===== config.mk =====
export PLATFORM = sky130hd
export DESIGN_NAME = gamb_front
export DESIGN_NICKNAME = d
export VERILOG_FILES = /design/src/rtl/core/grid_alternating_move_bfs_defines.svh /design/src/rtl/core/gamb_pkg.sv /design/src/rtl/core/gamb_front.sv
export SDC_FILE = /design/constraint.sdc
export NUM_CORES = 1
export LEC_CHECK = 0
export ABC_AREA = 1
export BUFFER_PORTS_ARGS = -buffer_cell sky130_fd_sc_hd__buf_4
export CAP_MARGIN = 0
export CORE_MARGIN = 2
export CORE_UTILIZATION = 51
export DETAILED_ROUTE_END_ITERATION = 16
export GPL_ROUTABILITY_DRIVEN = 0
export PLACE_DENSITY = 0.77
export SYNTH_ARGS = -nofsm -noshare
export SYNTH_HDL_FRONTEND = slang
export SYNTH_SLANG_ARGS = --single-unit

===== constraint.sdc =====
create_clock -name i_clk -period 2.8 [get_ports i_clk]
set_input_delay 0.56 -clock i_clk [delete_from_list [all_inputs] [get_ports i_clk]]
set_output_delay 0.56 -clock i_clk [all_outputs]
set_load 0.01 [all_outputs]

===== src/rtl/core/grid_alternating_move_bfs_defines.svh =====
// assertion macros for the grid search block
`ifndef GRID_ALTERNATING_MOVE_BFS_DEFINES_SVH
`define GRID_ALTERNATING_MOVE_BFS_DEFINES_SVH
`define GAMB_ASSERT_IMP(lbl, clk, rstn, a, b) \
    lbl: assert property (@(posedge clk) disable iff (!rstn) (a) |-> (b)) \
        else $error("assertion failed");
`define GAMB_ASSERT_NXT(lbl, clk, rstn, a, b) \
    lbl: assert property (@(posedge clk) disable iff (!rstn) (a) |=> (b)) \
        else $error("assertion failed");
`endif


===== src/rtl/core/gamb_pkg.sv =====
// package for the grid search block
`default_nettype none
package gamb_pkg;
    localparam int unsigned DefMaxRows = 64;
    localparam int unsigned DefMaxCols = 64;
    localparam int unsigned StepW = 13;
    localparam logic [StepW-1:0] StepMax = 13'h1fff;
    localparam logic [1:0] CodeFree = 2'd0;
    localparam logic [1:0] CodeWall = 2'd1;
    localparam logic [1:0] CodeStart = 2'd2;
    localparam logic [1:0] CodeGoal = 2'd3;
    localparam logic [0:0] RegRows = 1'b0;
    localparam logic [0:0] RegCols = 1'b1;
    typedef enum logic [2:0] {
        t_idle, t_clear, t_seed, t_pop, t_load, t_wait, t_expand, t_done
    } t_state;
endpackage
`default_nettype wire


===== src/rtl/core/gamb_front.sv =====
// cell loader: writes cells row-major and raises a search request at the end of a grid
`default_nettype none
module gamb_front import gamb_pkg::*; #(
    parameter int unsigned RW = 6,
    parameter int unsigned CW = 6
) (
    input  wire logic          i_clk,
    input  wire logic          i_rst_n,
    input  wire logic          i_take,
    input  wire logic          i_restart,
    input  wire logic [RW:0]   i_rows,
    input  wire logic [CW:0]   i_cols,
    output      logic          o_we,
    output      logic [RW-1:0] o_wr,
    output      logic [CW-1:0] o_wc,
    output      logic          o_last
);
    logic [RW-1:0] r_row, n_row;
    logic [CW-1:0] r_col, n_col;
    logic endc, endr;
    assign endc = ({1'b0, r_col} + 1'b1) >= i_cols;
    assign endr = ({1'b0, r_row} + 1'b1) >= i_rows;
    assign o_we = i_take;
    assign o_wr = r_row;
    assign o_wc = r_col;
    assign o_last = i_take && endc && endr;
    always_comb begin
        n_row = r_row;
        n_col = r_col;
        if (i_restart) begin
            n_row = '0;
            n_col = '0;
        end else if (i_take) begin
            if (endc) begin
                n_col = '0;
                n_row = endr ? '0 : r_row + 1'b1;
            end else begin
                n_col = r_col + 1'b1;
            end
        end
    end
    always_ff @(posedge i_clk) begin
        if (!i_rst_n) begin
            r_row <= '0;
            r_col <= '0;
        end else begin
            r_row <= n_row;
            r_col <= n_col;
        end
    end
endmodule
`default_nettype wire


==> metrics.txt <==
outcome=complete, no violations; share of layout cells above drive strength 1=approximately a quarter; Setup Crit Path Kind=flop to output pin; worst-path maximum fanout=5; Post-CTS Setup Repair Bufs=0; Vias=about 1.1k; Layout area overhead=29.5%; Syn Inst Count=173; drt wl/cell=10.1 microns; register area share after synthesis=22.3%; total CTS buffers=3; nets=242; CP Capture Type=output pin; top-count cell post-synth=nand2_1; initial drt markers=23; Worst Hold Class=flop to flop; WHS=0.503 ns; Critical Path Start Type=flop; maxcap violations=0; yosys warns=0; largest net degree at the start of global routing=14; Worst-Margin Slew=0.441 ns; GRT overflow=0; Combinational Power Share=19.3%; Leakage=0.861 nW; max-slew violations=0; FP Rows=16; Via density=4.73; post-layout util=70.5%; die area=2500 sq um; Post-Syn Area=1080 sq um; worst r2r path cells=13; clk_skew=a little under 0.009 ns; top cells by count, synth=nand2_1 (45), inv_1 (37), nor2_1 (29); Hold Crit Start=o_wc[5]; I/O Pins=32; DRC errors left=0; Int Pwr=approximately 0.26 mW; Clock transition at path regs=0.08 ns; switch share=26.7%; Hold Fails Final Rpt=0; Final ANT Viol Nets=0; Cell variety after synth=20; Final min period=2.63 ns; cell taking the most area after synthesis=dfxtp_1; Post-synth ARST share=0%; top post-synthesis cells by area=dfxtp_1 (22%), ha_1 (19%), nand2_1 (16%); maximum buffer depth of the clock tree=2; Yosys top cell area share=22.3%; Ant. Diodes=0; die width=50.0 microns; input/output buffers=31; Root Driver=clkbuf_4; Post-DP HPWL=roughly 1900 microns; top_reg_cell synth=dfxtp_1; unrepaired setup endpoints after global routing=no; Die H=50.0 microns; switching power=0.0936 mW; Clk pwr share=a little under a third; Mapped Nets=207; CTS H-tree lvls=1; Yosys reg bits=12; first-pass GRT wire length=between 4000 and 5000 microns; antenna violations before repair=0; Post-CTS Resized=0; Final Cycle Share=between 90% and 100%; Initial Utilization=54.4%; hold_buf cts=0; number of synthesized flops with an enable pin=0; vias in the first global route=1035; Seq pwr share=between 50% and 60%; GRT Util Overall=20.7%; first drt pass iteration count=6; Mean Syn Cell Area=6.23 sq um; hold depth=2; Worst Path Required=approximately 2.2 ns; Clock Sinks=12; clk_lat worst skew=~0.27 ns; r2r endpoint=o_wc[3]; drt total wl=2340 microns; final setup violating endpoints=0; R2R Setup Slk=0.61 ns; Sum Neg Setup Slack=0 ns; hold path endpoint=o_wc[5]; Worst EP arrival=2.07 ns; CTS tree=done; Slew Limit Headroom=70.5%; fmax=0.381 GHz; Reg-to-Reg Start=o_wc[0]; Core ar.=1980 sq um; P per Cell Area=251 nW/um^2; Worst VDD drop=between 0.0002 and 0.00025 V
power by group through the flow:
stage,Sequential [mW],Clock [mW],Combinational [mW]
after global placement,0.180,0,0.0645
after floorplan,0.181,0,0.0363
after global routing,0.177,0.113,0.0780
after CTS,0.177,0.108,0.0682
final,0.176,0.107,0.0678
after detailed placement,0.181,0,0.0679
worst max-delay path: stages, from the launching register on:
cell and delay [ns]:
dfxtp_4 0.39, nand3_2 0.10, nor2_1 0.15, nand3_1 0.11
and2_1 0.18, ha_1 0.26, nand2_1 0.10, inv_1 0.05
a21oi_1 0.14, nand2_1 0.08, nand2_2 0.07, a21oi_1 0.04
buf_4 0.15
flip-flops by register name, indices dropped and copies added, names as in the netlist:
signal / cells
o_wr: 6
o_wc: 6
worst max path at each step:
| stage | startpoint | end | slack, ns | cells past startpoint |
|---|---|---|---|---|
| 2_1_floorplan | o_wc[0] | o_last | 0.35 | 12 |
| 6_report | o_wc[0] | o_last | 0.17 | 12 |
| 3_3_place_gp | o_wc[2] | o_last | 0.44 | 12 |
| 4_1_cts | o_wc[0] | o_last | 0.05 | 12 |
| 5_1_grt | o_wc[0] | o_last | 0.003 | 12 |
| 3_5_place_dp | o_wc[0] | o_last | 0.35 | 12 |
final cells by class:
class | instances | area, sq um
Timing Repair Buffer | 33 | 248
Fill cell | 177 | 586
Multi-Input combinational cell | 121 | 703
Clock buffer | 3 | 22.5
Inverter | 37 | 139
Sequential cell | 12 | 250
Tap cell | 27 | 33.8
routing by layer:
metal | vias to the layer above | share of wire, % | GRT usage [%]
li1 | 588 | - | -
met3 | 2 | 4.0 | 2.73
met5 | - | 0 | 0
met1 | 485 | 45 | 25.6
met4 | 0 | 0.64 | 6.48
met2 | 27 | 50 | 36.6
cell families (layout without fill, tap and decap cells):
| group | count (synthesis) | count (layout) | synth area share (%) |
|---|---|---|---|
| mux | 2 | 2 | 1.86 |
| fa+ha+maj | 16 | 16 | 18.6 |
| xor+xnor | 5 | 5 | 4.06 |
| simple gates | 88 | 88 | 33.3 |
| compound gates | 10 | 10 | 4.87 |
| buf+inv | 40 | 73 | 15.1 |
| flops | 12 | 12 | 22.3 |
metrics by stage:
| step | worst slack, ns | instance area, sq um | power [mW] | std cells |
|---|---|---|---|---|
| CTS | 0.0503 | 1360 | 0.353 | 233 |
| finish | 0.175 | 1400 | 0.350 | 233 |
| detailed placement | 0.350 | 1340 | 0.249 | 230 |
| floorplan | 0.346 | 1080 | 0.218 | 173 |
| global placement | 0.444 | 1340 | 0.245 | 230 |
| global route | 0.00253 | 1400 | 0.368 | 233 |
cells in the final DEF (no fill, tap or decap), types with 3 or more instances in the layout:
cell      instances
buf_4            33
dfxtp_1           8
ha_1             14
nor2_1           29
inv_1            37
nand3_1           4
clkbuf_4          3
nand2_1          45
a21oi_1           6
nand2_2           3
o21ai_0           3
(Power assumes the default switching activity.)
